$ cat config.mk
export PLATFORM = sky130hd
export DESIGN_NAME = rgb_led_strip_frame_encoder
export DESIGN_NICKNAME = d
export VERILOG_FILES = /design/src/rtl/core/lsfe_pkg.sv /design/src/rtl/core/lsfe_front.sv /design/src/rtl/core/lsfe_back.sv /design/src/rtl/core/lsfe_outq.sv /design/src/rtl/core/rgb_led_strip_frame_encoder.sv
export VERILOG_INCLUDE_DIRS = /design/src /design/src/rtl/core
export SDC_FILE = /design/constraint.sdc
export NUM_CORES = 1
export LEC_CHECK = 0
export BUFFER_PORTS_ARGS = -buffer_cell sky130_fd_sc_hd__buf_2
export CAP_MARGIN = 20
export CORE_MARGIN = 5
export CORE_UTILIZATION = 45
export CTS_CLUSTER_DIAMETER = 120
export DETAILED_ROUTE_END_ITERATION = 7
export SLEW_MARGIN = 20
export SYNTH_ARGS = -nofsm -noshare
export SYNTH_HDL_FRONTEND = slang
export SYNTH_HIERARCHICAL = 1
export SYNTH_SLANG_ARGS = --single-unit
$ cat constraint.sdc
create_clock -name i_clk -period 6.87 [get_ports i_clk]
set_input_delay 0.3435 -clock i_clk [delete_from_list [all_inputs] [get_ports i_clk]]
set_output_delay 0.3435 -clock i_clk [all_outputs]
set_load 0.02 [all_outputs]
$ cat src/rtl/core/assert_macros.svh
// Assertion macros shared by the RTL that checks itself.
// No dependencies; include by bare file name.
`ifndef ASSERT_MACROS_SVH
`define ASSERT_MACROS_SVH

// cond must never hold outside reset
`define ASSERT_NEVER(lbl, clk, rst_n, cond) \
    lbl: assert property (@(posedge clk) disable iff (!rst_n) !(cond)) \
    else $error("assertion failed: forbidden condition");

// ante implies cons in the same cycle
`define ASSERT_IMPL(lbl, clk, rst_n, ante, cons) \
    lbl: assert property (@(posedge clk) disable iff (!rst_n) (ante) |-> (cons)) \
    else $error("assertion failed: implication");

`endif

$ cat src/rtl/core/lsfe_pkg.sv
// Shared constants, types and the symbol encoder of the LED strip frame encoder.
// No dependencies.
package lsfe_pkg;

    localparam int PIXEL_COUNT     = 15;
    localparam int LEAD_ZERO_BYTES = 16;
    localparam int TAIL_ZERO_BYTES = 64;

    localparam int PIX_W   = (PIXEL_COUNT > 1) ? $clog2(PIXEL_COUNT) : 1;
    localparam int CNT_W   = $clog2(PIXEL_COUNT + 1);
    localparam int MASK_IW = 5;

    localparam int Q_DEPTH = 2;
    localparam int Q_PTR_W = $clog2(Q_DEPTH);
    localparam int Q_CNT_W = $clog2(Q_DEPTH + 1);

    localparam logic [1:0] MODE_FILL    = 2'd0;
    localparam logic [1:0] MODE_MASKED  = 2'd1;
    localparam logic [1:0] MODE_READ    = 2'd2;
    localparam logic [1:0] MODE_REFRESH = 2'd3;

    localparam logic [1:0] KIND_STATUS = 2'd0;
    localparam logic [1:0] KIND_GAP    = 2'd1;
    localparam logic [1:0] KIND_PIXEL  = 2'd2;

    localparam logic [2:0] SYM_ONE  = 3'b110;
    localparam logic [2:0] SYM_ZERO = 3'b100;

    typedef struct packed {
        logic [1:0]       op;
        logic [CNT_W-1:0] start;
        logic [CNT_W-1:0] stop;
        logic [31:0]      mask;
        logic [23:0]      colour;
        logic             rd_valid;
        logic [PIX_W-1:0] rd_idx;
    } t_cmd;

    typedef struct packed {
        logic [1:0]  kind;
        logic [6:0]  zero_bytes;
        logic [23:0] enc_green;
        logic [23:0] enc_red;
        logic [23:0] enc_blue;
        logic [7:0]  read_green;
        logic [7:0]  read_red;
        logic [7:0]  read_blue;
        logic        index_valid;
        logic        all_black;
        logic        last;
    } t_res;

    function automatic logic [23:0] enc_byte(input logic [7:0] b);
        logic [23:0] w;
        w = '0;
        for (int k = 0; k < 8; k++) begin
            w[3*k +: 3] = b[k] ? SYM_ONE : SYM_ZERO;
        end
        return w;
    endfunction

endpackage

$ cat src/rtl/core/lsfe_front.sv
// Front end: accepts commands, clips their pixel ranges and queues them.
// Depends on lsfe_pkg.
module lsfe_front (
    input  logic              i_clk,
    input  logic              i_rst_n,
    input  logic              push,
    output logic              full,
    input  logic [1:0]        i_mode,
    input  logic [7:0]        i_first,
    input  logic [7:0]        i_count,
    input  logic [7:0]        i_bound,
    input  logic [31:0]       i_mask,
    input  logic [7:0]        i_green,
    input  logic [7:0]        i_red,
    input  logic [7:0]        i_blue,
    output logic              o_cmd_valid,
    output lsfe_pkg::t_cmd    o_cmd,
    input  logic              i_cmd_pop
);
    import lsfe_pkg::*;

    localparam logic [8:0] N9 = 9'(PIXEL_COUNT);

    logic [8:0]         w_sum;
    logic               w_in_range;
    t_cmd               w_cmd;
    t_cmd               r_q [Q_DEPTH];
    logic [Q_PTR_W-1:0] r_wr_ptr;
    logic [Q_PTR_W-1:0] r_rd_ptr;
    logic [Q_CNT_W-1:0] r_cnt;
    logic               w_wr;
    logic               w_rd;

    assign w_sum      = {1'b0, i_first} + {1'b0, i_count};
    assign w_in_range = {1'b0, i_first} < N9;

    always_comb begin
        w_cmd          = '0;
        w_cmd.op       = i_mode;
        w_cmd.mask     = i_mask;
        w_cmd.colour   = {i_green, i_red, i_blue};
        w_cmd.rd_valid = w_in_range;
        w_cmd.rd_idx   = w_in_range ? PIX_W'(i_first) : '0;
        unique case (i_mode)
            MODE_FILL: begin
                if (w_in_range) begin
                    w_cmd.start = CNT_W'(i_first);
                    w_cmd.stop  = (i_count == 8'd0 || w_sum >= N9) ?
                                  CNT_W'(PIXEL_COUNT) : CNT_W'(w_sum);
                end
            end
            MODE_MASKED: begin
                if (w_in_range && i_bound > i_first) begin
                    w_cmd.start = CNT_W'(i_first);
                    w_cmd.stop  = ({1'b0, i_bound} >= N9) ?
                                  CNT_W'(PIXEL_COUNT) : CNT_W'(i_bound);
                end
            end
            default: begin
            end
        endcase
    end

    assign full        = (r_cnt == Q_CNT_W'(Q_DEPTH));
    assign o_cmd_valid = (r_cnt != '0);
    assign o_cmd       = r_q[r_rd_ptr];
    assign w_wr        = push && !full;
    assign w_rd        = i_cmd_pop && o_cmd_valid;

    always_ff @(posedge i_clk) begin
        if (!i_rst_n) begin
            r_wr_ptr <= '0;
            r_rd_ptr <= '0;
            r_cnt    <= '0;
        end else begin
            if (w_wr) r_wr_ptr <= r_wr_ptr + 1'b1;
            if (w_rd) r_rd_ptr <= r_rd_ptr + 1'b1;
            if (w_wr && !w_rd) r_cnt <= r_cnt + 1'b1;
            else if (!w_wr && w_rd) r_cnt <= r_cnt - 1'b1;
        end
    end

    always_ff @(posedge i_clk) begin
        if (w_wr) r_q[r_wr_ptr] <= w_cmd;
    end

endmodule

$ cat src/rtl/core/lsfe_back.sv
// Back end: pixel store and the sequencer that runs one command at a time.
// Depends on lsfe_pkg.
module lsfe_back (
    input  logic           i_clk,
    input  logic           i_rst_n,
    input  logic           i_cmd_valid,
    input  lsfe_pkg::t_cmd i_cmd,
    output logic           o_cmd_pop,
    output logic           o_res_push,
    output lsfe_pkg::t_res o_res,
    input  logic           i_res_full
);
    import lsfe_pkg::*;

    localparam logic [3:0] S_IDLE  = 4'd0;
    localparam logic [3:0] S_WRITE = 4'd1;
    localparam logic [3:0] S_STAT  = 4'd2;
    localparam logic [3:0] S_RDO   = 4'd3;
    localparam logic [3:0] S_LEAD  = 4'd4;
    localparam logic [3:0] S_PRD   = 4'd5;
    localparam logic [3:0] S_PEM   = 4'd6;
    localparam logic [3:0] S_TAIL  = 4'd7;

    logic [3:0]             r_state, n_state;
    t_cmd                   r_cmd, n_cmd;
    logic [CNT_W-1:0]       r_idx, n_idx;
    logic                   r_blk, n_blk;
    logic [PIXEL_COUNT-1:0] r_nz;
    logic [23:0]            r_mem [PIXEL_COUNT];
    logic [23:0]            r_rdata;
    logic                   r_rd_nz;
    logic [PIX_W-1:0]       w_rd_addr;
    logic [PIX_W-1:0]       w_wr_addr;
    logic                   w_wr_en;
    logic [23:0]            w_wr_data;
    logic [23:0]            w_colour;
    logic                   w_all_black;

    assign w_all_black = ~|r_nz;
    assign w_colour    = r_rd_nz ? r_rdata : 24'd0;
    assign w_wr_addr   = r_idx[PIX_W-1:0];
    assign w_wr_data   = (r_cmd.op == MODE_FILL || r_cmd.mask[MASK_IW'(w_wr_addr)]) ?
                         r_cmd.colour : 24'd0;

    always_comb begin
        n_state    = r_state;
        n_cmd      = r_cmd;
        n_idx      = r_idx;
        n_blk      = r_blk;
        o_cmd_pop  = 1'b0;
        o_res_push = 1'b0;
        o_res      = '0;
        w_wr_en    = 1'b0;
        w_rd_addr  = r_idx[PIX_W-1:0];
        unique case (r_state)
            S_IDLE: begin
                w_rd_addr = i_cmd.rd_idx;
                if (i_cmd_valid) begin
                    o_cmd_pop = 1'b1;
                    n_cmd     = i_cmd;
                    n_idx     = i_cmd.start;
                    n_blk     = w_all_black;
                    unique case (i_cmd.op) inside
                        MODE_FILL, MODE_MASKED: n_state = S_WRITE;
                        MODE_READ: begin
                            n_idx   = CNT_W'(i_cmd.rd_idx);
                            n_state = S_RDO;
                        end
                        default: begin
                            n_idx   = CNT_W'(PIXEL_COUNT - 1);
                            n_state = S_LEAD;
                        end
                    endcase
                end
            end
            S_WRITE: begin
                if (r_idx < r_cmd.stop) begin
                    w_wr_en = 1'b1;
                    n_idx   = r_idx + 1'b1;
                end else begin
                    n_state = S_STAT;
                end
            end
            S_STAT: begin
                if (!i_res_full) begin
                    o_res_push      = 1'b1;
                    o_res.kind      = KIND_STATUS;
                    o_res.all_black = w_all_black;
                    o_res.last      = 1'b1;
                    n_state         = S_IDLE;
                end
            end
            S_RDO: begin
                if (!i_res_full) begin
                    o_res_push        = 1'b1;
                    o_res.kind        = KIND_STATUS;
                    o_res.index_valid = r_cmd.rd_valid;
                    if (r_cmd.rd_valid) begin
                        o_res.read_green = w_colour[23:16];
                        o_res.read_red   = w_colour[15:8];
                        o_res.read_blue  = w_colour[7:0];
                    end
                    o_res.all_black = w_all_black;
                    o_res.last      = 1'b1;
                    n_state         = S_IDLE;
                end
            end
            S_LEAD: begin
                if (!i_res_full) begin
                    o_res_push       = 1'b1;
                    o_res.kind       = KIND_GAP;
                    o_res.zero_bytes = 7'(LEAD_ZERO_BYTES);
                    o_res.all_black  = r_blk;
                    n_state          = S_PEM;
                end
            end
            S_PRD: n_state = S_PEM;
            S_PEM: begin
                if (!i_res_full) begin
                    o_res_push      = 1'b1;
                    o_res.kind      = KIND_PIXEL;
                    o_res.enc_green = enc_byte(w_colour[23:16]);
                    o_res.enc_red   = enc_byte(w_colour[15:8]);
                    o_res.enc_blue  = enc_byte(w_colour[7:0]);
                    o_res.all_black = r_blk;
                    if (r_idx == '0) begin
                        n_state = S_TAIL;
                    end else begin
                        n_idx   = r_idx - 1'b1;
                        n_state = S_PRD;
                    end
                end
            end
            S_TAIL: begin
                if (!i_res_full) begin
                    o_res_push       = 1'b1;
                    o_res.kind       = KIND_GAP;
                    o_res.zero_bytes = 7'(TAIL_ZERO_BYTES);
                    o_res.all_black  = r_blk;
                    o_res.last       = 1'b1;
                    n_state          = S_IDLE;
                end
            end
            default: n_state = S_IDLE;
        endcase
    end

    always_ff @(posedge i_clk) begin
        if (!i_rst_n) begin
            r_state <= S_IDLE;
            r_nz    <= '0;
        end else begin
            r_state <= n_state;
            if (w_wr_en) r_nz[w_wr_addr] <= (w_wr_data != 24'd0);
        end
    end

    always_ff @(posedge i_clk) begin
        r_cmd <= n_cmd;
        r_idx <= n_idx;
        r_blk <= n_blk;
    end

    // pixel store; a pixel whose nonzero flag is clear reads as black
    always_ff @(posedge i_clk) begin
        if (w_wr_en) r_mem[w_wr_addr] <= w_wr_data;
        r_rdata <= r_mem[w_rd_addr];
        r_rd_nz <= r_nz[w_rd_addr];
    end

endmodule

$ cat src/rtl/core/lsfe_outq.sv
// Result queue between the sequencer and the result ports.
// Depends on lsfe_pkg.
module lsfe_outq (
    input  logic           i_clk,
    input  logic           i_rst_n,
    input  logic           i_push,
    input  lsfe_pkg::t_res i_res,
    output logic           o_full,
    output logic           o_empty,
    input  logic           i_pop,
    output lsfe_pkg::t_res o_res
);
    import lsfe_pkg::*;

    t_res               r_q [Q_DEPTH];
    logic [Q_PTR_W-1:0] r_wr_ptr;
    logic [Q_PTR_W-1:0] r_rd_ptr;
    logic [Q_CNT_W-1:0] r_cnt;
    logic               w_wr;
    logic               w_rd;

    assign o_full  = (r_cnt == Q_CNT_W'(Q_DEPTH));
    assign o_empty = (r_cnt == '0);
    assign o_res   = r_q[r_rd_ptr];
    assign w_wr    = i_push && !o_full;
    assign w_rd    = i_pop && !o_empty;

    always_ff @(posedge i_clk) begin
        if (!i_rst_n) begin
            r_wr_ptr <= '0;
            r_rd_ptr <= '0;
            r_cnt    <= '0;
        end else begin
            if (w_wr) r_wr_ptr <= r_wr_ptr + 1'b1;
            if (w_rd) r_rd_ptr <= r_rd_ptr + 1'b1;
            if (w_wr && !w_rd) r_cnt <= r_cnt + 1'b1;
            else if (!w_wr && w_rd) r_cnt <= r_cnt - 1'b1;
        end
    end

    always_ff @(posedge i_clk) begin
        if (w_wr) r_q[r_wr_ptr] <= i_res;
    end

endmodule

$ cat src/rtl/core/rgb_led_strip_frame_encoder.sv
// LED strip frame encoder, top level: command queue, sequencer, result queue.
// Depends on lsfe_pkg, lsfe_front, lsfe_back, lsfe_outq, assert_macros.svh.
//
// Commands enter through a queue port: a beat is taken when push is high and
// full is low. Results leave through a queue port: the oldest result sits on
// the o_ ports while empty is low and is taken when pop is high.
// A two-entry command queue lets commands pile up while one is running; the
// sequencer runs one command at a time against a pixel store with one write
// port and one read port. What each command does once it reaches the sequencer:
//   fill / masked write: one pixel written per cycle, then a status result;
//   read: one status result; refresh: a read and an emit state per pixel,
//   the first read under the lead gap, between the lead and tail gaps.
// Refresh yields PIXEL_COUNT + 2 results; last marks the final one.
// When pop is held low the two-entry result queue fills and the sequencer
// waits in place; nothing is dropped. Reset empties both queues, returns the
// sequencer to idle and makes every pixel read as black at once.
`include "assert_macros.svh"

module rgb_led_strip_frame_encoder (
    input  logic        i_clk,
    input  logic        i_rst_n,
    input  logic        push,
    output logic        full,
    input  logic [1:0]  i_mode,
    input  logic [7:0]  i_first,
    input  logic [7:0]  i_count,
    input  logic [7:0]  i_bound,
    input  logic [31:0] i_mask,
    input  logic [7:0]  i_green,
    input  logic [7:0]  i_red,
    input  logic [7:0]  i_blue,
    output logic        empty,
    input  logic        pop,
    output logic [1:0]  o_kind,
    output logic [6:0]  o_zero_bytes,
    output logic [23:0] o_enc_green,
    output logic [23:0] o_enc_red,
    output logic [23:0] o_enc_blue,
    output logic [7:0]  o_read_green,
    output logic [7:0]  o_read_red,
    output logic [7:0]  o_read_blue,
    output logic        o_index_valid,
    output logic        o_all_black,
    output logic        o_last
);
    import lsfe_pkg::*;

    logic cmd_valid;
    t_cmd cmd;
    logic cmd_pop;
    logic res_push;
    t_res res_in;
    logic res_full;
    t_res res_out;

    lsfe_front u_front (
        .i_clk       (i_clk),
        .i_rst_n     (i_rst_n),
        .push        (push),
        .full        (full),
        .i_mode      (i_mode),
        .i_first     (i_first),
        .i_count     (i_count),
        .i_bound     (i_bound),
        .i_mask      (i_mask),
        .i_green     (i_green),
        .i_red       (i_red),
        .i_blue      (i_blue),
        .o_cmd_valid (cmd_valid),
        .o_cmd       (cmd),
        .i_cmd_pop   (cmd_pop)
    );

    lsfe_back u_back (
        .i_clk       (i_clk),
        .i_rst_n     (i_rst_n),
        .i_cmd_valid (cmd_valid),
        .i_cmd       (cmd),
        .o_cmd_pop   (cmd_pop),
        .o_res_push  (res_push),
        .o_res       (res_in),
        .i_res_full  (res_full)
    );

    lsfe_outq u_outq (
        .i_clk   (i_clk),
        .i_rst_n (i_rst_n),
        .i_push  (res_push),
        .i_res   (res_in),
        .o_full  (res_full),
        .o_empty (empty),
        .i_pop   (pop),
        .o_res   (res_out)
    );

    assign o_kind        = res_out.kind;
    assign o_zero_bytes  = res_out.zero_bytes;
    assign o_enc_green   = res_out.enc_green;
    assign o_enc_red     = res_out.enc_red;
    assign o_enc_blue    = res_out.enc_blue;
    assign o_read_green  = res_out.read_green;
    assign o_read_red    = res_out.read_red;
    assign o_read_blue   = res_out.read_blue;
    assign o_index_valid = res_out.index_valid;
    assign o_all_black   = res_out.all_black;
    assign o_last        = res_out.last;

    `ASSERT_NEVER(a_push_into_full, i_clk, i_rst_n, res_push && res_full)
    `ASSERT_IMPL(a_pop_needs_cmd, i_clk, i_rst_n, cmd_pop, cmd_valid)
    `ASSERT_IMPL(a_pixel_not_last, i_clk, i_rst_n, !empty && o_kind == KIND_PIXEL, !o_last)
    `ASSERT_IMPL(a_kind_known, i_clk, i_rst_n, !empty, o_kind <= KIND_PIXEL)

endmodule

Word-level counts from Yosys, hierarchy flattened
Memory sizes are Yosys's and may differ from the RTL's. A register that Yosys moved wholly into a read port is not among the register bits.
Cells that the tools add are included.
- RAM bits: 718
- memory bits (read-only): 0
- bits of input ports: 86
- flip-flop bits (word level): 80
- memories: 3
- latch bits: 0
- memories (name ; words ; bits a word ; read ports ; clocked after memory_dff ; write ports ; RTL line ; source):
    u_back.r_mem ; 15 ; 24 ; 1 ; 1 ; 1 ; lsfe_back.sv:29 ; logic [23:0] r_mem [PIXEL_COUNT];
    u_outq.r_q ; 2 ; 108 ; 1 ; 1 ; 1 ; lsfe_outq.sv:15 ; t_res r_q [Q_DEPTH];
    u_front.r_q ; 2 ; 71 ; 1 ; 1 ; 1 ; lsfe_front.sv:27 ; t_cmd r_q [Q_DEPTH];
- mux-type cells: 89
- div/mod/pow operators: 0
- magnitude comparators: 9
- reduce and logical (&&, ||, !) cells: 40
- eq/ne operators: 19
- $mul: 0
- add/sub/neg operators: 11
- bitwise operators: 0
- shifts and indexed selects: 0
- operator list (kind ; count):
    $mux W72 ; 2
    $mux W24 ; 3
    $mux W2 ; 32
    $mux W4 ; 13
    $mux W8 ; 4
    $mux W27 ; 1
    $mux W25 ; 1
    $pmux W4 S6 ; 1
    $reduce_bool A24 Y1 ; 1
    $mux W1 ; 20
    $eq A4 B3 Y1 const B ; 4
    $pmux W8 S2 ; 1
    $bwmux W15 ; 1
    $reduce_or A15 Y1 ; 1
    $pmux W7 S2 ; 1
    $ne A2 B2 Y1 const B ; 6
    $pmux W4 S3 ; 1
    $logic_and A1 B1 Y1 ; 10
    $lt A4 B5 Y1 const B ; 2
    $reduce_and A5 Y1 ; 2
    $add A8 B8 Y9 ; 1
    $ge A9 B4 Y1 const B ; 1
    $bmux W1 S4 ; 2
    $eq A4 B2 Y1 const B ; 2
    other kinds (32) ; 55

Depth between registers and ports, before layout
Gate-level depths: netlist (run 1).
- depth in word-level cells: 8
- gate-level depth with buffers: 10
- depth with buffers taken out: 9

Modules after synthesis
The synthesis (run 1) kept the hierarchy.
- modules (own cells, without submodules) (module ; instances ; area an instance (sq um) ; cells an instance):
    lsfe_back ; 1 ; 19167.1 ; 1399
    lsfe_outq ; 1 ; 8096.5 ; 361
    lsfe_front ; 1 ; 6072.1 ; 347

Least setup slack after synthesis (run 1)
OpenSTA, ideal clock, no wires.
- kind: flip-flop to flip-flop
- start: reg u_back.r_state[1]
- end: mem u_outq/r_q[0][0] in the netlist's numbering, enable pin
- setup slack: 1.021 ns
- period minus slack after synthesis: 5.849 ns
- data arrival time: 5.293 ns
- library setup time: 0.556 ns
- stages on the path, launching flop included: 7
- path buffers: 2
- required time: 6.314 ns
- cells stage by stage: dfxtp_1 > buf_4 > clkbuf_1 > nor2_1 > nor2_1 > inv_1 > nor3_2
- cells in the longest elaborated chain, start to end: 6
- elaborated cells between the ends (all ways): 10
- classes of those cells: 5 x eq/ne; 3 x mux; 2 x reduce/logical
- ends and longest elaborated chain (what ; RTL line ; source):
    start, declared ; lsfe_back.sv:24 ; logic [3:0] r_state, n_state;
    start signal, assigned ; lsfe_back.sv:153 ; r_state <= n_state;
    $eq A4 B2 Y1 or $eq A4 B3 Y1 (tied branches) ; lsfe_back.sv:55 ; unique case (r_state)
    $reduce_or A5 Y1 (no line) * ; - ;
    $mux W1 * ; - ;
    named net res_push ; rgb_led_strip_frame_encoder.sv:51 ; logic res_push;
    $logic_and A1 B1 Y1 * ; lsfe_outq.sv:25 ; assign w_wr = i_push && !o_full;
    $mux W1 * ; lsfe_outq.sv:42 ; if (w_wr) r_q[r_wr_ptr] <= i_res;
    $mux W1 (implied by the code) * ; lsfe_outq.sv:42 ;
    end, declared ; lsfe_outq.sv:15 ;
Mark *: on every way through the listed nets, which the timed path passes. The rest lies on a longest branch.

==> results of run 1 <==
## layer usage
| layer | track usage, % | wire length [microns] | vias to the layer above |
|---|---|---|---|
| li1 | - | - | 8361 |
| met1 | 24.6 | 30500 | 9111 |
| met3 | 3.64 | 4910 | 105 |
| met5 | 0 | 13 | - |
| met4 | 4.61 | 1510 | 2 |
| met2 | 30.6 | 34700 | 618 |
## worst min-delay path by stage
stage | startpoint | endpoint | slack [ps] | depth (start not counted)
after floorplan | i_blue[5] | u_front/r_q[0][10]$_DFFE_PP_ | 440 | 0
after global placement | u_back/r_nz[11]$_SDFFE_PN0P_ | u_back/r_nz[11]$_SDFFE_PN0P_ | 460 | 2
after detailed placement | u_back/r_nz[9]$_SDFFE_PN0P_ | u_back/r_nz[9]$_SDFFE_PN0P_ | 460 | 2
after CTS | i_first[3] | u_front/r_q[1][68]$_DFFE_PP_ | 90 | 2
after global routing | i_first[3] | u_front/r_q[1][3]$_DFFE_PP_ | 120 | 2
final | i_first[3] | u_front/r_q[1][68]$_DFFE_PP_ | 120 | 2
## cell type report
cell class / instances / share of cell area [%]
Sequential cell: 791 / 63.0
Multi-Input combinational cell: 1089 / 22.0
Clock buffer: 118 / 6.27
Timing Repair Buffer: 267 / 4.58
Tap cell: 950 / 3.23
Clock inverter: 35 / 0.632
Inverter: 26 / 0.265
Antenna cell: 1 / 0.00679
## layout by cell type (no fill, tap or decap), drive strengths merged, types with 16 or more instances in the layout
cell / n
and2: 42
clkinv: 31
a32o: 18
dlygate4sd3: 42
clkbuf: 118
o221ai: 17
and3: 97
nor3: 16
conb: 29
ha: 23
nand3: 26
a211oi: 98
buf: 225
a32oi: 19
o211a: 18
a21oi: 31
a31oi: 22
dfxtp: 53
edfxtp: 738
nor2: 76
nand2: 115
mux2: 166
inv: 27
o21ai: 103
mux2i: 35
## power breakdown
part           switching, W  internal [W]
Sequential         0.000411       0.00683
Clock               0.00174       0.00245
Combinational       0.00437       0.00220
## state kept, by name, indices dropped and copies added (netlist names), 2 cells and up, named ones only
| name | count |
|---|---|
| u_outq/r_q | 216 |
| u_outq/r_cnt | 2 |
| u_back/r_idx | 4 |
| u_back/r_nz | 15 |
| u_front/r_cnt | 2 |
| u_back/r_cmd | 47 |
| u_back/r_state | 3 |
| u_back/r_rdata | 24 |
| u_front/r_q | 110 |
| u_back/r_mem | 360 |
## metrics by stage
stage / std cells / power (W)
after floorplan: 2086 / 0.0118
after global placement: 3080 / 0.0137
after detailed placement: 3081 / 0.0139
after CTS: 3276 / 0.0182
after global routing: 3277 / 0.0189
final: 3277 / 0.0180
==> summary.md, run 1 <==
| Metric | Value |
|---|---|
| Status | completed |
| Worst reg2reg setup slack | 2830 ps |
| Grt ovf | 0 |
| Final Setup Violations | 0 |
| CP delay by family, top | simple AND/OR/NAND/NOR gates |
| Clk_skew | 24.7 ps |
| Post_cts resized | 0 |
| Slowest CP cell | or4b_4 |
| Die outline width | 277 microns |
| RSZ-0062 raised after global routing | no |
| Synth Instances | 2058 |
| CP startpoint kind | flop |
| H-tree Lvls | 3 |
| Worst-Margin Slew | 1050 ps |
| Area growth syn-to-layout | 14.5% |
| Relative slew margins | 29.7% |
| DRT Pass-1 Iters | 6 |
| Post-route antenna net violation count | 0 |
| Filler cells | 5816 |
| PortBufs | 179 |
| Crit. path cell count | 7 |
| Final Slew Violations | 0 |
| Pwr/cell area | 488 nW/um^2 |
| DP HPWL | 40900 microns |
| GRT Overall Usage | 18.2% |
| Total Neg Setup Slack | 0 ps |
| Worst Path Arrival | 4520 ps |
| Synth Cell Area | 32200 sq um |
| Critical Path RT | 7350 ps |
| Post-Route WL | 71600 microns |
| Clock slew at reported path FFs | 60 ps |
| DRC viols | 0 |
| Critical path endpoint | u_back/r_rdata[11]$_DFF_P_ |
| Clock root cell | clkbuf_16 |
| Final Util | 51.7% |
| Hold_ws | 123 ps |
| Reg2Reg Capture Point | u_back/r_rdata[11]$_DFF_P_ |
| Nets | 2369 |
| CTS tree | built |
| Clk_lat worst skew | 620 ps |
| Die ar. | 77000 sq um |
| Initial core utilization | 45.2% |
| Yosys warning count | 6 |
| Crit-path max cell delay | 740 ps |
| Initial antenna violation count | 6 |
| Fin crit period | 4040 ps |
| Critical-path cell list | mux2_2 -> or4b_4 -> nand2_2 -> buf_4 -> a211oi_1 -> o21ai_0 -> o211a_1 |
| Hold Crit Class | input pin to flop |
| Clock tree sinks | 791 |
| Period utilisation layout | 58.8% |
| Die Ht | 277 microns |
| Largest net degree at the start of global routing | 109 |
| Global-route wire length before repair | 110000 microns |
| DP Area | 33900 sq um |
| GP Congestion | 0.809 |
| Worst R2R Path Depth | 7 |
| Register area | 23200 sq um |
| Mapped Avg Cell Area | 15.6 sq um |
| Total of max-cap violations | 0 |
| Clock buffer depth | 3 |
| Final Hold Fails | 0 |
| Fmax | 0.247 GHz |
| Std cell rows | 98 |
| Wire per inst | 21.8 microns |
| Worst setup EP type | flop |
| Vias in the first global route | 18613 |
| Multi-input logic area | 8100 sq um |
| Pre-CTS WS | 2860 ps |
| Leak Pwr | 12.7 nW |
| Final Instance Area | 36800 sq um |
| Critical path type | flop to flop |
| Peak VDD IR | 301 uV |
| Fin worst setup slack | 2830 ps |
| Vias per std cell | 5.55 |
| Core area | 71200 sq um |
| Critical Path Fanout Max | 66 |
| CTS Hold Bufs | 42 |
| 1st-iter DRT viols | 1507 |
| IO Pins | 196 |
| Ratio of cells with drive above 1 in the final layout | 23.8% |
| Worst Path Buf+Inv | 1 |
| Post-CTS Setup Bufs | 0 |
| Via Count | 18197 |
| CTS Buf Count | 83 |
Power figures use the tool's default switching activity.
==> run 2: changes to the inputs <==
==> constraint.sdc (replaced) <==
create_clock -name i_clk -period 3.3 [get_ports i_clk]
set_input_delay 0.165 -clock i_clk [delete_from_list [all_inputs] [get_ports i_clk]]
set_output_delay 0.165 -clock i_clk [all_outputs]
set_load 0.02 [all_outputs]
==> run 2 against run 1 <==
Critical path depth is the same. Worst setup slack lost 2300 ps. Wire length grew 1.7%. First-iteration DRC count shrank 0.20%. Clock power grew 120%. Non-clock buffer count grew 30. Cell area grew 2.1%. Critical path type unchanged. Largest power group unchanged.
==> summary.md, run 2 (same netlist as run 1, synthesis figures left out) <==
| Metric | Value |
|---|---|
| Status | completed (unchanged) |
| Reg2Reg Capture Point | u_back/r_rdata[3]$_DFF_P_ (was u_back/r_rdata[11]$_DFF_P_) |
| Period utilisation layout | 84.3% (was 58.8%) |
| Pwr/cell area | 1030 nW/um^2 (was 488 nW/um^2) |
| Critical path type | flop to flop (unchanged) |
| Clock slew at reported path FFs | 60 ps (about the same) |
| Critical Path Fanout Max | 59 (was 66) |
| Relative slew margins | 39.5% (was 29.7%) |
| Commonest cells after routing, fill and taps aside | edfxtp_1, buf_2, mux2_2 (unchanged) |
| Critical-path cell list | mux2_2 -> or4b_4 -> nand2_2 -> buf_12 -> a211oi_1 -> o221ai_1 -> o211a_1 (was mux2_2 -> or4b_4 -> nand2_2 -> buf_4 -> a211oi_1 -> o21ai_0 -> o211a_1) |
| Worst Hold Path Cells | 3 (was 2) |
| Worst Path Arrival | 3350 ps (was 4520 ps) |
| Vias per std cell | 5.59 (was 5.55) |
| Final Slew Violations | 0 (unchanged) |
| Max reg flops | 360 (unchanged) |
| GRT Overall Usage | 18.5% (was 18.2%) |
| CP startpoint kind | flop (unchanged) |
| Nets | 2400 (was 2369) |
| Final Setup Violations | 0 (unchanged) |
| Post-Route WL | 72800 microns (was 71600 microns) |
| Worst R2R Path Depth | 7 (unchanged) |
| Final Hold Fails | 0 (unchanged) |
| CTS tree | built (unchanged) |
| Hold_ws | 50.4 ps (was 123 ps) |
| Largest net degree at the start of global routing | 110 (was 109) |
| CTS Buf Count | 84 (was 83) |
| Vias in the first global route | 18467 (was 18613) |
| Global-route wire length before repair | 112000 microns (was 110000 microns) |
| Hold Crit Class | input pin to flop (unchanged) |
| Pre-CTS WS | 571 ps (was 2860 ps) |
| Initial core utilization | 45.2% (unchanged) |
| GP Congestion | 0.835 (was 0.809) |
| Wire per inst | 22.0 microns (was 21.8 microns) |
| Critical path endpoint | u_back/r_rdata[3]$_DFF_P_ (was u_back/r_rdata[11]$_DFF_P_) |
| Clock buffer depth | 3 (unchanged) |
| Die Ht | 277 microns (unchanged) |
| DP Area | 34400 sq um (was 33900 sq um) |
| Clk_lat worst skew | 630 ps (was 620 ps) |
| Crit. path cell count | 7 (unchanged) |
| Total Neg Setup Slack | 0 ps (unchanged) |
| Total of max-cap violations | 0 (unchanged) |
| Via Count | 18500 (was 18197) |
| Most common cell after layout, fill and taps aside | edfxtp_1 (unchanged) |
| Worst-Margin Slew | 904 ps (was 1050 ps) |
| Ratio of cells with drive above 1 in the final layout | 25.5% (was 23.8%) |
| IO Pins | 196 (unchanged) |
| PortBufs | 179 (unchanged) |
| Crit-path max cell delay | 670 ps (was 740 ps) |
| Critical Path RT | 3870 ps (was 7350 ps) |
| DRC viols | 0 (unchanged) |
| Clock root cell | clkbuf_16 (unchanged) |
| Die ar. | 77000 sq um (unchanged) |
| DP HPWL | 42100 microns (was 40900 microns) |
| Fmax | 0.359 GHz (was 0.247 GHz) |
| Grt ovf | 0 (unchanged) |
| Worst setup EP type | flop (unchanged) |
| Fin worst setup slack | 518 ps (was 2830 ps) |
| Clk_skew | 25.3 ps (was 24.7 ps) |
| Peak VDD IR | 1090 uV (was 301 uV) |
| Post_cts resized | 0 (unchanged) |
| DRT Pass-1 Iters | 6 (unchanged) |
| CP delay by family, top | simple AND/OR/NAND/NOR gates (unchanged) |
| Area growth syn-to-layout | 16.9% (was 14.5%) |
| Post-route antenna net violation count | 0 (unchanged) |
| Std cell rows | 98 (unchanged) |
| Final Instance Area | 37600 sq um (was 36800 sq um) |
| Worst reg2reg setup slack | 520 ps (was 2830 ps) |
| Clock tree sinks | 791 (unchanged) |
| Leak Pwr | 13.1 nW (was 12.7 nW) |
| Biggest register | u_back/r_mem (unchanged) |
| RSZ-0062 raised after global routing | no (unchanged) |
| H-tree Lvls | 3 (unchanged) |
| Worst Path Buf+Inv | 1 (unchanged) |
| Slowest CP cell | or4b_4 (unchanged) |
| Die outline width | 277 microns (unchanged) |
| 1st-iter DRT viols | 1504 (was 1507) |
| Core area | 71200 sq um (unchanged) |
| Fin crit period | 2780 ps (was 4040 ps) |
| Initial antenna violation count | 2 (was 6) |
| Regs by FF count | u_back/r_mem (360), u_outq/r_q (216), u_front/r_q (110) (unchanged) |
## run 2: per-stage QoR
step                instances  util, %  total power [W]
finish                   3308     52.8           0.0387
global route             3307     52.8           0.0406
CTS                      3307     52.8           0.0389
detailed placement       3104     48.2           0.0295
global placement         3104     48.2           0.0292
floorplan                2086        -           0.0245
## run 2: timing repair
action / 4_1_cts / 5_1_grt
hold endpoints to repair: 106 / 0
hold buffers: 49 / 0
setup buffers: 0 / 0
endpoints found under the setup margin: 0 / 0
## run 2: area by class of cell
cell class	count	area, sq um
inverters	26	97.6
multi-input cells	1089	8140
clock inverters	43	415
repair buffers	297	2200
fillers	5769	33600
clock buffers	111	2360
diodes	1	2.50
well taps	950	1190
flip-flops and latches	791	23200
## run 2: report_power, final
group          switching, W  internal [W]
Combinational       0.00934       0.00501
Sequential         0.000814        0.0142
Clock               0.00374       0.00557
Total                0.0139        0.0248
## run 2: routing by layer
metal / global-route usage [%] / up-vias / share of wire, %
li1: - / 8447 / -
met2: 30.1 / 627 / 48
met4: 5.07 / 0 / 2.5
met5: 0 / - / 0
met1: 26.2 / 9287 / 44
met3: 3.03 / 139 / 6.1
## run 2: worst min-delay path, cell delays in order
cell	delay (ps)
buf_2	280
nand2_1	130
a31oi_1	40
## run 2: how the worst min path moves through the flow
stage,end,slack [ps],startpoint
after floorplan,u_front/r_q[0][10]$_DFFE_PP_,260,i_blue[5]
after global placement,u_front/r_q[0][42]$_DFFE_PP_,350,i_mask[13]
after detailed placement,u_front/r_q[1][42]$_DFFE_PP_,360,i_mask[13]
after CTS,u_front/r_wr_ptr$_SDFFE_PN0P_,30,push
after global routing,u_front/r_q[1][64]$_DFFE_PP_,60,i_bound[3]
final,u_back/r_state[0]$_SDFFE_PN0P_,50,i_rst_n
==> run 3: changes to the inputs <==
==> constraint.sdc (replaced) <==
create_clock -name i_clk -period 2.37 [get_ports i_clk]
set_input_delay 0.1185 -clock i_clk [delete_from_list [all_inputs] [get_ports i_clk]]
set_output_delay 0.1185 -clock i_clk [all_outputs]
set_load 0.02 [all_outputs]
==> run 3 against run 2 <==
Critical path type unchanged. Combinational power is 60% higher. Worst setup slack worse by 440 ps. Register-to-register slack got worse by 440 ps. Clock skew fell by 9.5 ps. Sequential cell count is the same. Critical path depth is the same. Cell area rose by 2.5%. Final cell count rose by 2.4%. Power increased by 44%. Utilization rose by 1.3 points.
==> summary.md, run 3 (same netlist as run 1, synthesis figures left out) <==
| Metric | Value |
|---|---|
| Largest net degree at the start of global routing | 57 (was 110) |
| Top Metal Used | met5 (was met4) |
| Fmax | 0.436 GHz (was 0.359 GHz) |
| Grt ovf | 0 (unchanged) |
| Wire length on met2 | 36200 microns (was 34600 microns) |
| Wire per inst | 22.2 microns (was 22.0 microns) |
| DP Area | 35400 sq um (was 34400 sq um) |
| 1st-iter DRT viols | 1405 (was 1504) |
| Post-Route WL | 75200 microns (was 72800 microns) |
| CTS tree | built (unchanged) |
| Die Ht | 277 microns (unchanged) |
| Die ar. | 77000 sq um (unchanged) |
| Crit-path max cell delay | 600 ps (was 670 ps) |
| Period utilisation layout | 96.7% (was 84.3%) |
| Final Setup Violations | 0 (unchanged) |
| Most common cell after layout, fill and taps aside | edfxtp_1 (unchanged) |
| Comb power frac | 41.0% (was 37.1%) |
| Vias per std cell | 5.55 (was 5.59) |
| M1 wire length | 32000 microns (was 31900 microns) |
| Worst reg2reg setup slack | 80 ps (was 520 ps) |
| Biggest register | u_back/r_mem (unchanged) |
| Relative slew margins | 60.5% (was 39.5%) |
| Pint | 0.0358 W (was 0.0248 W) |
| Clock root cell | clkbuf_16 (unchanged) |
| Regs by FF count | u_back/r_mem (360), u_outq/r_q (216), u_front/r_q (110) (unchanged) |
| Post-route antenna net violation count | 0 (unchanged) |
| Via Count | 18809 (was 18500) |
| Sequential power share | 37.2% (was 38.8%) |
| Tot Pwr | 0.0558 W (was 0.0387 W) |
| Vias in the first global route | 19112 (was 18467) |
| Initial core utilization | 45.2% (unchanged) |
| Std cell rows | 98 (unchanged) |
| Hold Path End | u_front/r_q[1][63]$_DFFE_PP_ (was u_back/r_state[0]$_SDFFE_PN0P_) |
| Clk_skew | 15.8 ps (was 25.3 ps) |
| Worst setup EP type | flop (unchanged) |
| Nets | 2481 (was 2400) |
| Worst Hold Path Cells | 3 (unchanged) |
| Reg2Reg Capture Point | u_back/r_rdata[19]$_DFF_P_ (was u_back/r_rdata[3]$_DFF_P_) |
| GP Congestion | 0.800 (was 0.835) |
| Net Sw Frac | 35.9% (about the same) |
| Global-route wire length before repair | 115000 microns (was 112000 microns) |
| Clk_lat worst skew | 620 ps (was 630 ps) |
| Commonest cells after routing, fill and taps aside | edfxtp_1, buf_2, mux2_2 (unchanged) |
| HP Start | i_bound[2] (was i_rst_n) |
| Final Slew Violations | 0 (unchanged) |
| Clock share of power | 21.9% (was 24.1%) |
| Worst-Margin Slew | 592 ps (was 904 ps) |
| Total Neg Setup Slack | 0 ps (unchanged) |
| PortBufs | 179 (unchanged) |
| Final Instance Area | 38600 sq um (was 37600 sq um) |
| Metal3 WL | 5290 microns (was 4420 microns) |
| Die outline width | 277 microns (unchanged) |
| Clock tree sinks | 791 (unchanged) |
| Clock buffer depth | 3 (unchanged) |
| CTS Buf Count | 81 (was 84) |
| Critical Path Fanout Max | 13 (was 59) |
| Area growth syn-to-layout | 19.9% (was 16.9%) |
| DRC viols | 0 (unchanged) |
| DRT Pass-1 Iters | 6 (unchanged) |
| CP delay by family, top | simple AND/OR/NAND/NOR gates (unchanged) |
| Final Util | 54.2% (was 52.8%) |
| Worst Path Buf+Inv | 1 (unchanged) |
| Status | completed (unchanged) |
| Pwr/cell area | 1450 nW/um^2 (was 1030 nW/um^2) |
| Ratio of cells with drive above 1 in the final layout | 28.8% (was 25.5%) |
| Peak VDD IR | 713 uV (was 1090 uV) |
| Switching power | 0.0200 W (was 0.0139 W) |
| IO Pins | 196 (unchanged) |
| Total of max-cap violations | 0 (unchanged) |
| H-tree Lvls | 3 (unchanged) |
| CP startpoint kind | flop (unchanged) |
| Core area | 71200 sq um (unchanged) |
| RSZ-0062 raised after global routing | yes (was no) |
| Critical Path RT | 2860 ps (was 3870 ps) |
| Critical path type | flop to flop (unchanged) |
| Slowest CP cell | or4b_4 (unchanged) |
| Fin crit period | 2290 ps (was 2780 ps) |
| Leak Pwr | 13.6 nW (was 13.1 nW) |
| Max reg flops | 360 (unchanged) |
| # diodes | 0 (was 1) |
| Final Hold Fails | 0 (unchanged) |
| Worst R2R Path Depth | 7 (unchanged) |
| DP HPWL | 46300 microns (was 42100 microns) |
| Worst Path Arrival | 2780 ps (was 3350 ps) |
| GRT Overall Usage | 19.1% (was 18.5%) |
| Hold Crit Class | input pin to flop (unchanged) |
| Clock slew at reported path FFs | 60 ps (about the same) |
| Critical-path cell list | mux2_2 -> or4b_4 -> buf_12 -> and3_1 -> a211oi_1 -> o221ai_1 -> o211a_1 (was mux2_2 -> or4b_4 -> nand2_2 -> buf_12 -> a211oi_1 -> o221ai_1 -> o211a_1) |
| Initial antenna violation count | 2 (unchanged) |
==> run 3: per-layer routing <==
metal	GRT usage, %	vias to the layer above
met5	0	-
met4	5.53	4
met3	3.80	120
met2	31.2	633
met1	26.4	9456
li1	-	8596
==> run 3: final cells by class <==
type,instances,area (sq um)
fillers,5724,32700
flip-flops and latches,791,23200
multi-input cells,1089,8320
repair buffers,381,3190
clock buffers,111,2210
well taps,950,1190
clock inverters,38,339
inverters,26,101
==> run 3: tightest hold or removal path: stages <==
cell     delay (ps)
buf_2            90
nor2_1           50
o22ai_1         230
==> run 3: worst max path at each step <==
stage                                    from                             to  slack [ps]  depth (start not counted)
2_1_floorplan  u_back/r_state[1]$_SDFFE_PN0P_     u_outq/r_q[0][0]$_DFFE_PP_       -1570                          6
3_3_place_gp        u_back/r_idx[0]$_DFFE_PP_  u_back/r_mem[9][14]$_DFFE_PP_         0.9                          5
3_5_place_dp        u_back/r_idx[0]$_DFFE_PP_  u_back/r_mem[13][7]$_DFFE_PP_         -70                          6
4_1_cts             u_back/r_idx[0]$_DFFE_PP_   u_back/r_mem[1][4]$_DFFE_PP_         0.3                          6
5_1_grt                                  flop     u_back/r_rdata[14]$_DFF_P_         -10                          7
6_report                                 flop     u_back/r_rdata[19]$_DFF_P_          80                          7
==> run 3: power by group through the flow <==
stage	Combinational, W	Clock, W	Sequential [W]
global placement	0.0218	0	0.0210
CTS	0.0224	0.0125	0.0208
finish	0.0229	0.0122	0.0207
global route	0.0245	0.0131	0.0209
floorplan	0.0140	0	0.0205
detailed placement	0.0222	0	0.0210
==> run 3: what timing repair did <==
action | 4_1_cts | 5_1_grt
hold buffers | 52 | 0
endpoints found under the hold margin | 121 | 0
gates resized for setup | 15 | 50
endpoints found under the setup margin | 206 | 396
pin swaps | 0 | 0
buffers inserted | 0 | 2
==> run 3: stage by stage <==
step | instances | worst slack, ps | hold WS [ps]
after floorplan | 2086 | -1570 | 217
after global placement | 3183 | 0.856 | 307
after detailed placement | 3183 | -72.9 | 310
after CTS | 3384 | 0.294 | 8.17
after global routing | 3386 | -14.2 | 71.7
final | 3386 | 79.0 | 37.8
